**config.mk**
```make
export PLATFORM = sky130hd
export DESIGN_NAME = bitonic_sorter_unit
export DESIGN_NICKNAME = d
export VERILOG_FILES = /design/src/rtl/core/bsort_pkg.sv /design/src/rtl/core/bsort_datapath.sv /design/src/rtl/core/bsort_ctrl.sv /design/src/rtl/core/bitonic_sorter_unit.sv
export VERILOG_INCLUDE_DIRS = /design/src /design/src/rtl/core
export SDC_FILE = /design/constraint.sdc
export NUM_CORES = 2
export LEC_CHECK = 0
export BUFFER_PORTS_ARGS = -buffer_cell sky130_fd_sc_hd__buf_2
export CAP_MARGIN = 10
export CORE_AREA = 4 4 403 405
export DETAILED_ROUTE_END_ITERATION = 10
export DIE_AREA = 0 0 407 409
export PLACE_DENSITY_LB_ADDON = 0.15
export SETUP_SLACK_MARGIN = 0.02
export SLEW_MARGIN = 0
export SYNTH_ARGS = -nofsm -noshare
export SYNTH_HDL_FRONTEND = slang
export SYNTH_HIERARCHICAL = 1
export SYNTH_SLANG_ARGS = --single-unit
```
**constraint.sdc**
```tcl
create_clock -name clk -period 13.1 [get_ports clk]
set_clock_uncertainty 0.1 [all_clocks]
set_input_delay 1.31 -clock clk [delete_from_list [all_inputs] [get_ports clk]]
set_output_delay 1.31 -clock clk [all_outputs]
set_load 0.1 [all_outputs]
```
**src/rtl/core/assert_macros.svh**
```systemverilog
// Assertion macros shared by the RTL.
// Define NO_ASSERTIONS to compile them out.
`ifndef ASSERT_MACROS_SVH
`define ASSERT_MACROS_SVH

`ifndef NO_ASSERTIONS

// Same-cycle implication, disabled during reset
`define ASSERT_IMPLY(label, clk, rst_n, ante, cons) \
    label: assert property (@(posedge clk) disable iff (!rst_n) (ante) |-> (cons)) \
        else $error("assertion failed: same-cycle implication");

// Next-cycle implication, disabled during reset
`define ASSERT_NEXT(label, clk, rst_n, ante, cons) \
    label: assert property (@(posedge clk) disable iff (!rst_n) (ante) |=> (cons)) \
        else $error("assertion failed: next-cycle implication");

`else

`define ASSERT_IMPLY(label, clk, rst_n, ante, cons)
`define ASSERT_NEXT(label, clk, rst_n, ante, cons)

`endif

`endif

```
**src/rtl/core/bsort_pkg.sv**
```systemverilog
`timescale 1ns / 1ps

package bsort_pkg;

    // Block geometry
    localparam int BLOCK_SIZE = 16;
    localparam int DATA_W     = 32;
    localparam int IDX_W      = $clog2(BLOCK_SIZE);
    localparam int LOG_N      = IDX_W;
    localparam int LVL_W      = $clog2(LOG_N + 1);

    typedef logic signed [DATA_W-1:0] data_t;
    typedef logic [IDX_W-1:0]         idx_t;
    typedef logic [LVL_W-1:0]         lvl_t;

    // Controller to datapath commands
    typedef struct packed {
        logic load_shift;   // shift a new element in at the top
        logic sort_step;    // run one compare-exchange column
        logic emit_shift;   // move the bottom element to the output register
        lvl_t merge_log;    // log2 of the merge size of this column
        lvl_t stride_log;   // log2 of the compare stride of this column
    } bsort_cmd_t;

endpackage

```
**src/rtl/core/bsort_datapath.sv**
```systemverilog
`timescale 1ns / 1ps

module bsort_datapath
    import bsort_pkg::*;
(
    input  logic       clk,
    input  bsort_cmd_t cmd,
    input  logic       ascending,
    input  data_t      data_value,
    output data_t      sorted_value
);

    data_t elem_reg  [BLOCK_SIZE];
    data_t elem_next [BLOCK_SIZE];
    data_t sorted_lane [BLOCK_SIZE];
    data_t out_value_reg;
    data_t out_value_next;

    // One column of the bitonic network: every lane compares with its partner
    always_comb
    begin
        idx_t  pos;
        idx_t  stride_mask;
        idx_t  merge_mask;
        idx_t  partner;
        logic  low_side;
        logic  up;
        logic  low_gt_high;
        logic  swap;
        data_t mine;
        data_t other;
        for (int i = 0; i < BLOCK_SIZE; i++)
        begin
            pos         = idx_t'(i);
            stride_mask = idx_t'(1) << cmd.stride_log;
            merge_mask  = idx_t'(1) << cmd.merge_log;
            partner     = pos ^ stride_mask;
            low_side    = ((pos & stride_mask) == '0);
            mine        = elem_reg[i];
            other       = elem_reg[partner];
            // final merge follows the register, inner merges alternate by segment
            if (cmd.merge_log == lvl_t'(LOG_N))
                up = ascending;
            else
                up = ((pos & merge_mask) == '0);
            low_gt_high = low_side ? (mine > other) : (other > mine);
            swap        = up ? low_gt_high
                             : (low_side ? (other > mine) : (mine > other));
            sorted_lane[i] = swap ? other : mine;
        end
    end

    // Select the next buffer contents and output value
    always_comb
    begin
        elem_next      = elem_reg;
        out_value_next = out_value_reg;
        if (cmd.load_shift)
        begin
            for (int i = 0; i < BLOCK_SIZE - 1; i++)
                elem_next[i] = elem_reg[i + 1];
            elem_next[BLOCK_SIZE-1] = data_value;
        end
        else if (cmd.sort_step)
        begin
            elem_next = sorted_lane;
        end
        else if (cmd.emit_shift)
        begin
            out_value_next = elem_reg[0];
            for (int i = 0; i < BLOCK_SIZE - 1; i++)
                elem_next[i] = elem_reg[i + 1];
        end
    end

    // Payload registers, no reset
    always_ff @(posedge clk)
    begin
        elem_reg      <= elem_next;
        out_value_reg <= out_value_next;
    end

    assign sorted_value = out_value_reg;

endmodule

```
**src/rtl/core/bsort_ctrl.sv**
```systemverilog
`timescale 1ns / 1ps
`include "assert_macros.svh"

module bsort_ctrl
    import bsort_pkg::*;
(
    input  logic       clk,
    input  logic       rst_n,
    input  logic       in_valid,
    output logic       in_ready,
    output logic       out_valid,
    input  logic       out_ready,
    output logic       last_of_block,
    output bsort_cmd_t cmd
);

    localparam logic [1:0] ST_LOAD = 2'd0;
    localparam logic [1:0] ST_SORT = 2'd1;
    localparam logic [1:0] ST_EMIT = 2'd2;

    localparam idx_t LAST_IDX = idx_t'(BLOCK_SIZE - 1);
    localparam lvl_t TOP_LVL  = lvl_t'(LOG_N);

    logic [1:0] state_reg, state_next;
    idx_t       count_reg, count_next;
    lvl_t       merge_reg, merge_next;
    lvl_t       stride_reg, stride_next;
    logic       out_valid_reg, out_valid_next;
    logic       out_last_reg, out_last_next;
    logic       in_xfer;
    logic       out_load;

    assign in_ready = (state_reg == ST_LOAD);
    assign in_xfer  = in_valid && in_ready;
    assign out_load = (state_reg == ST_EMIT) && (!out_valid_reg || out_ready);

    // Sequence load, sort columns and emit
    always_comb
    begin
        state_next     = state_reg;
        count_next     = count_reg;
        merge_next     = merge_reg;
        stride_next    = stride_reg;
        out_valid_next = out_valid_reg;
        out_last_next  = out_last_reg;
        cmd            = '0;
        cmd.merge_log  = merge_reg;
        cmd.stride_log = stride_reg;

        // drop the output once taken
        if (out_ready)
            out_valid_next = 1'b0;

        case (state_reg)
            ST_LOAD:
            begin
                if (in_xfer)
                begin
                    cmd.load_shift = 1'b1;
                    if (count_reg == LAST_IDX)
                    begin
                        state_next  = ST_SORT;
                        count_next  = '0;
                        merge_next  = lvl_t'(1);
                        stride_next = '0;
                    end
                    else
                    begin
                        count_next = count_reg + idx_t'(1);
                    end
                end
            end
            ST_SORT:
            begin
                cmd.sort_step = 1'b1;
                if (stride_reg == '0)
                begin
                    if (merge_reg == TOP_LVL)
                    begin
                        state_next = ST_EMIT;
                    end
                    else
                    begin
                        merge_next  = merge_reg + lvl_t'(1);
                        stride_next = merge_reg;
                    end
                end
                else
                begin
                    stride_next = stride_reg - lvl_t'(1);
                end
            end
            ST_EMIT:
            begin
                if (out_load)
                begin
                    cmd.emit_shift = 1'b1;
                    out_valid_next = 1'b1;
                    out_last_next  = (count_reg == LAST_IDX);
                    if (count_reg == LAST_IDX)
                    begin
                        state_next = ST_LOAD;
                        count_next = '0;
                    end
                    else
                    begin
                        count_next = count_reg + idx_t'(1);
                    end
                end
            end
            default:
            begin
                state_next = ST_LOAD;
                count_next = '0;
            end
        endcase
    end

    // Control registers
    always_ff @(posedge clk or negedge rst_n)
    begin
        if (!rst_n)
        begin
            state_reg     <= ST_LOAD;
            count_reg     <= '0;
            merge_reg     <= lvl_t'(1);
            stride_reg    <= '0;
            out_valid_reg <= 1'b0;
            out_last_reg  <= 1'b0;
        end
        else
        begin
            state_reg     <= state_next;
            count_reg     <= count_next;
            merge_reg     <= merge_next;
            stride_reg    <= stride_next;
            out_valid_reg <= out_valid_next;
            out_last_reg  <= out_last_next;
        end
    end

    assign out_valid     = out_valid_reg;
    assign last_of_block = out_last_reg;

    `ASSERT_IMPLY(a_one_cmd, clk, rst_n, 1'b1, $onehot0({cmd.load_shift, cmd.sort_step, cmd.emit_shift}))
    `ASSERT_IMPLY(a_stride_in_merge, clk, rst_n, state_reg == ST_SORT, stride_reg < merge_reg)
    `ASSERT_NEXT(a_block_full_sorts, clk, rst_n, in_xfer && count_reg == LAST_IDX, state_reg == ST_SORT && merge_reg == lvl_t'(1) && stride_reg == '0)
    `ASSERT_NEXT(a_last_flag, clk, rst_n, cmd.emit_shift && count_reg == LAST_IDX, state_reg == ST_LOAD && out_valid_reg && out_last_reg)

endmodule

```
**src/rtl/core/bitonic_sorter_unit.sv**
```systemverilog
`timescale 1ns / 1ps
// Bitonic block sorter.
// Input channel (in_valid/in_ready, data_value): a block is exactly BLOCK_SIZE
// signed 32-bit values, one per transfer; in_ready is high while loading, so
// loading takes one cycle per value.
// Once the last value of a block is taken, the compare-exchange network runs
// one column per cycle, LOG_N*(LOG_N+1)/2 columns (10 for 16 elements), with
// all lanes of a column compared in parallel. Input is held off meanwhile.
// Output channel (out_valid/out_ready, sorted_value, last_of_block): the block
// leaves in sorted order through an output register, one value per cycle when
// the receiver is ready; last_of_block marks the final value. After the last
// column the controller enters the emit state and loads the first value into
// the output register. A stalled receiver holds the output register and
// pauses the emit; input is accepted again as soon as the last value sits in
// the output register.
// Configuration (cfg_valid/cfg_ready, ascending): always ready; 1 sorts
// smallest first, 0 largest first; read by every column of the final merge.
// Reset: empty block, output invalid, ascending = 1.

module bitonic_sorter_unit
    import bsort_pkg::*;
(
    input  logic  clk,
    input  logic  rst_n,
    input  logic  in_valid,
    output logic  in_ready,
    input  data_t data_value,
    output logic  out_valid,
    input  logic  out_ready,
    output data_t sorted_value,
    output logic  last_of_block,
    input  logic  cfg_valid,
    output logic  cfg_ready,
    input  logic  ascending
);

    bsort_cmd_t cmd;
    logic       ascending_reg, ascending_next;

    // Direction register
    assign cfg_ready      = 1'b1;
    assign ascending_next = (cfg_valid && cfg_ready) ? ascending : ascending_reg;

    always_ff @(posedge clk or negedge rst_n)
    begin
        if (!rst_n)
            ascending_reg <= 1'b1;
        else
            ascending_reg <= ascending_next;
    end

    bsort_ctrl u_ctrl (
        .clk           (clk),
        .rst_n         (rst_n),
        .in_valid      (in_valid),
        .in_ready      (in_ready),
        .out_valid     (out_valid),
        .out_ready     (out_ready),
        .last_of_block (last_of_block),
        .cmd           (cmd)
    );

    bsort_datapath u_datapath (
        .clk          (clk),
        .cmd          (cmd),
        .ascending    (ascending_reg),
        .data_value   (data_value),
        .sorted_value (sorted_value)
    );

endmodule
```
==> metrics.txt <==
asr flop ratio synth=about 2.7%; CTS Buf Count=81; Via density=5.83; initial antenna violation count=5; reg2reg path depth=16; 1st-iter DRT viols=between 5000 and 6000; largest family of logic cells by synthesized area=compound AO/OA/AOI/OAI gates; synthesized area=roughly 55000 µm²; first-pass GRT wire length=between 300000 and 400000 µm; Die Width=roughly 400 µm; outcome=completed; crit-path max cell delay=between 1 and 1.5 ns; Synth Area in Compound Gates=19.8%; # fillers=16322; Synth Area in Simple Gates=between 10% and 20%; Achievable Freq=between 0.1 and 0.15 GHz; crit-path cells=buf_12, buf_4, buf_12, nand2_1, o211ai_1, o21ai_0, mux2i_1, a21oi_1, ha_1, nand4_1, nor4_1, o41ai_1, a31oi_1, a31oi_1, a21oi_4, buf_4; Post-Syn Instances=6634; full die area=roughly 170000 µm²; share of Yosys cell area claimed by the top area cell type=slightly below 30%; Area Overhead vs Synth=7.44%; vias in the first global route=roughly 47000; post-detailed-routing wire length=between 200000 and 250000 µm; HP Class=in -> async; final layout net count=between 6000 and 7000; Gates resized, CTS repair=0; multiplexer area fraction after synthesis=18.9%; Worst-Margin Slew=between 1 and 1.5 ns; Avg WL per Cell=around 28 µm; worst hold slack=about 0.41 ns; DRT Pass-1 Iters=6; Multi-input gate area=36200 µm²; CP Class=reg -> reg; prevailing post-synth register cell=edfxtp_1; Starting Density=34.9%; Residual DRC=0; crit path buf inv count=4; clock latency on the worst-skew pair=approximately 0.71 ns; Largest register FFs=512; WP data required=between 10 and 15 ns; Syn Nets=roughly 7200; Yosys cell types=around 80; synthesized-area fraction occupied by adder cells=11.7%; PortBufs=between 70 and 80; Total GRT Usage=between 20 and 30%; Die H=between 400 and 500 µm; # IOs=74; Worst EP arrival=between 9 and 10 ns; XOR/XNOR Fraction of Synth Area=less than 1%; Final Util=37.5%; Rows=146; fin crit share=67.5%; Post-CTS Setup Repair Bufs=0; detailed placement HPWL=~180000 µm; critical path depth=16; Reg area=approximately 17000 µm²; # setup viols final=0; maximum fanout along the worst path=128; Slew headroom=11.7%; clk slew on worst S/H paths=roughly 0.060 ns; RSZ-0062 raised after global routing=false; layout cells sized above 1=5.94%; Critical Path Start Type=flip-flop; yosys warns=6; Max Slew Vio Count=0; pin count of the biggest net entering global routing=247; Slowest-stage cell, CP=nor4_1; CTS Hold Buffers Added=0; post-route minimum period=around 8.8 ns; CP endpoint kind=flip-flop; GP Congestion=0.962; flops & latches, synth=559; CTS max path bufs=3; H-tree level count=3; Clock Sinks=559; post-synthesis area per instance=between 8 and 9 µm²; ANT nets after route=0; CTS tree=done; CTS Root Cell=clkbuf_16; routed vias=around 50000; grt total ovfl=0; Core Area=around 160000 µm²; total of max-cap violations=0; Final Hold Vio Count=0; Seq/Total Area, Yosys=30.2%; cell taking the most area after synthesis=edfxtp_1; Top delay family on crit path=buffers and inverters; setup_tns=0 ns; Synth area leaders=edfxtp_1 (30%), mux2i_1 (17%), ha_1 (12%); Post-synth EDFFs=544
-- metrics by stage --
stage | area, µm² | worst slack (ns) | cells
6_report | 59400 | 4.26 | 8533
5_1_grt | 59400 | 4.15 | 8532
4_1_cts | 59400 | 4.72 | 8531
3_5_place_dp | 56900 | 4.75 | 8387
3_3_place_gp | 56900 | 4.43 | 8385
2_1_floorplan | 55300 | 6.02 | 6634
-- Yosys cell counts (22+ instances only) --
| master | count |
|---|---|
| a21o_1 | 59 |
| buf_2 | 251 |
| nand4_1 | 88 |
| mux2_2 | 83 |
| nand2_1 | 1127 |
| a21oi_1 | 641 |
| o21ai_1 | 114 |
| clkbuf_1 | 176 |
| nor2_1 | 510 |
| inv_1 | 97 |
| o211ai_1 | 101 |
| nor2b_1 | 25 |
| edfxtp_1 | 544 |
| nor4_1 | 25 |
| nand3_1 | 53 |
| buf_4 | 22 |
| ha_1 | 517 |
| o21ai_0 | 986 |
| mux2i_1 | 949 |
-- kinds of logic (layout without fill, tap and decap cells) --
family	Yosys count	after routing
multiplexers	1034	1034
flip-flops	559	559
buffers and inverters	565	391
adder cells (fa/ha/maj)	517	517
XOR/XNOR	17	17
other	1	2
AO/OA/AOI/OAI	2025	2025
AND/OR/NAND/NOR	1916	1916
-- final timing paths --
path / from / endpoint / slack, ns
worst max-delay path: u_ctrl/stride_reg[0] / u_datapath/elem_reg[324] / 4.26
worst min-delay path: rst_n / u_ctrl/out_valid / 0.41
worst max register to register: u_ctrl/stride_reg[0] / u_datapath/elem_reg[324] / 4.26
worst min register to register: u_datapath/elem_reg[496] / u_datapath/sorted_value[16] / 0.42
max in group asynchronous: rst_n / u_ctrl/stride_reg[0] / 12.18
min in group clk: u_datapath/elem_reg[496] / u_datapath/sorted_value[16] / 0.42
-- cells in the final DEF, fill, tap and decap left out, drive strengths merged, types with 88 or more instances in the layout --
cell type,netlist,routed
ha,517,517
o21ai,1101,1101
edfxtp,544,544
nor2,511,511
nand4,88,88
mux2i,949,949
o211ai,101,101
inv,98,99
a21oi,641,641
nand2,1127,1127
clkbuf,176,108
buf,291,149
-- final cells by class --
class | instances | area share, %
timing repair buffer | 149 | 1.84
sequential | 559 | 28.2
inverter | 98 | 0.634
clock buffer | 108 | 3.74
clock inverter | 36 | 0.369
tap | 2072 | 4.37
multi-input combinational | 5510 | 60.9
antenna | 1 | 0.00421
-- routing by layer --
layer	vias up	part of all wire [%]	wire, µm	global-route usage, %
li1	23895	-	-	-
met1	23891	42	99500	35.2
met2	1621	47	110000	45.1
met3	361	5.3	12500	3.42
met4	2	5.6	13100	13.0
met5	-	0.0055	13	0
-- worst reg2reg max path, stage by stage (launching register included) --
cell      delay (ns)
dfrtp_4         0.91
buf_12          0.67
buf_4           0.85
buf_12          0.63
nand2_1         0.24
o211ai_1        0.14
o21ai_0         0.22
mux2i_1         0.22
a21oi_1         0.12
ha_1            0.36
nand4_1         0.24
nor4_1          1.15
o41ai_1         0.54
a31oi_1         0.52
a31oi_1         0.21
a21oi_4         0.58
buf_4           0.73
Power is left out: the tool's default activity adds up to more than one toggle a clock period on the data nets, which glitch-free logic cannot reach.
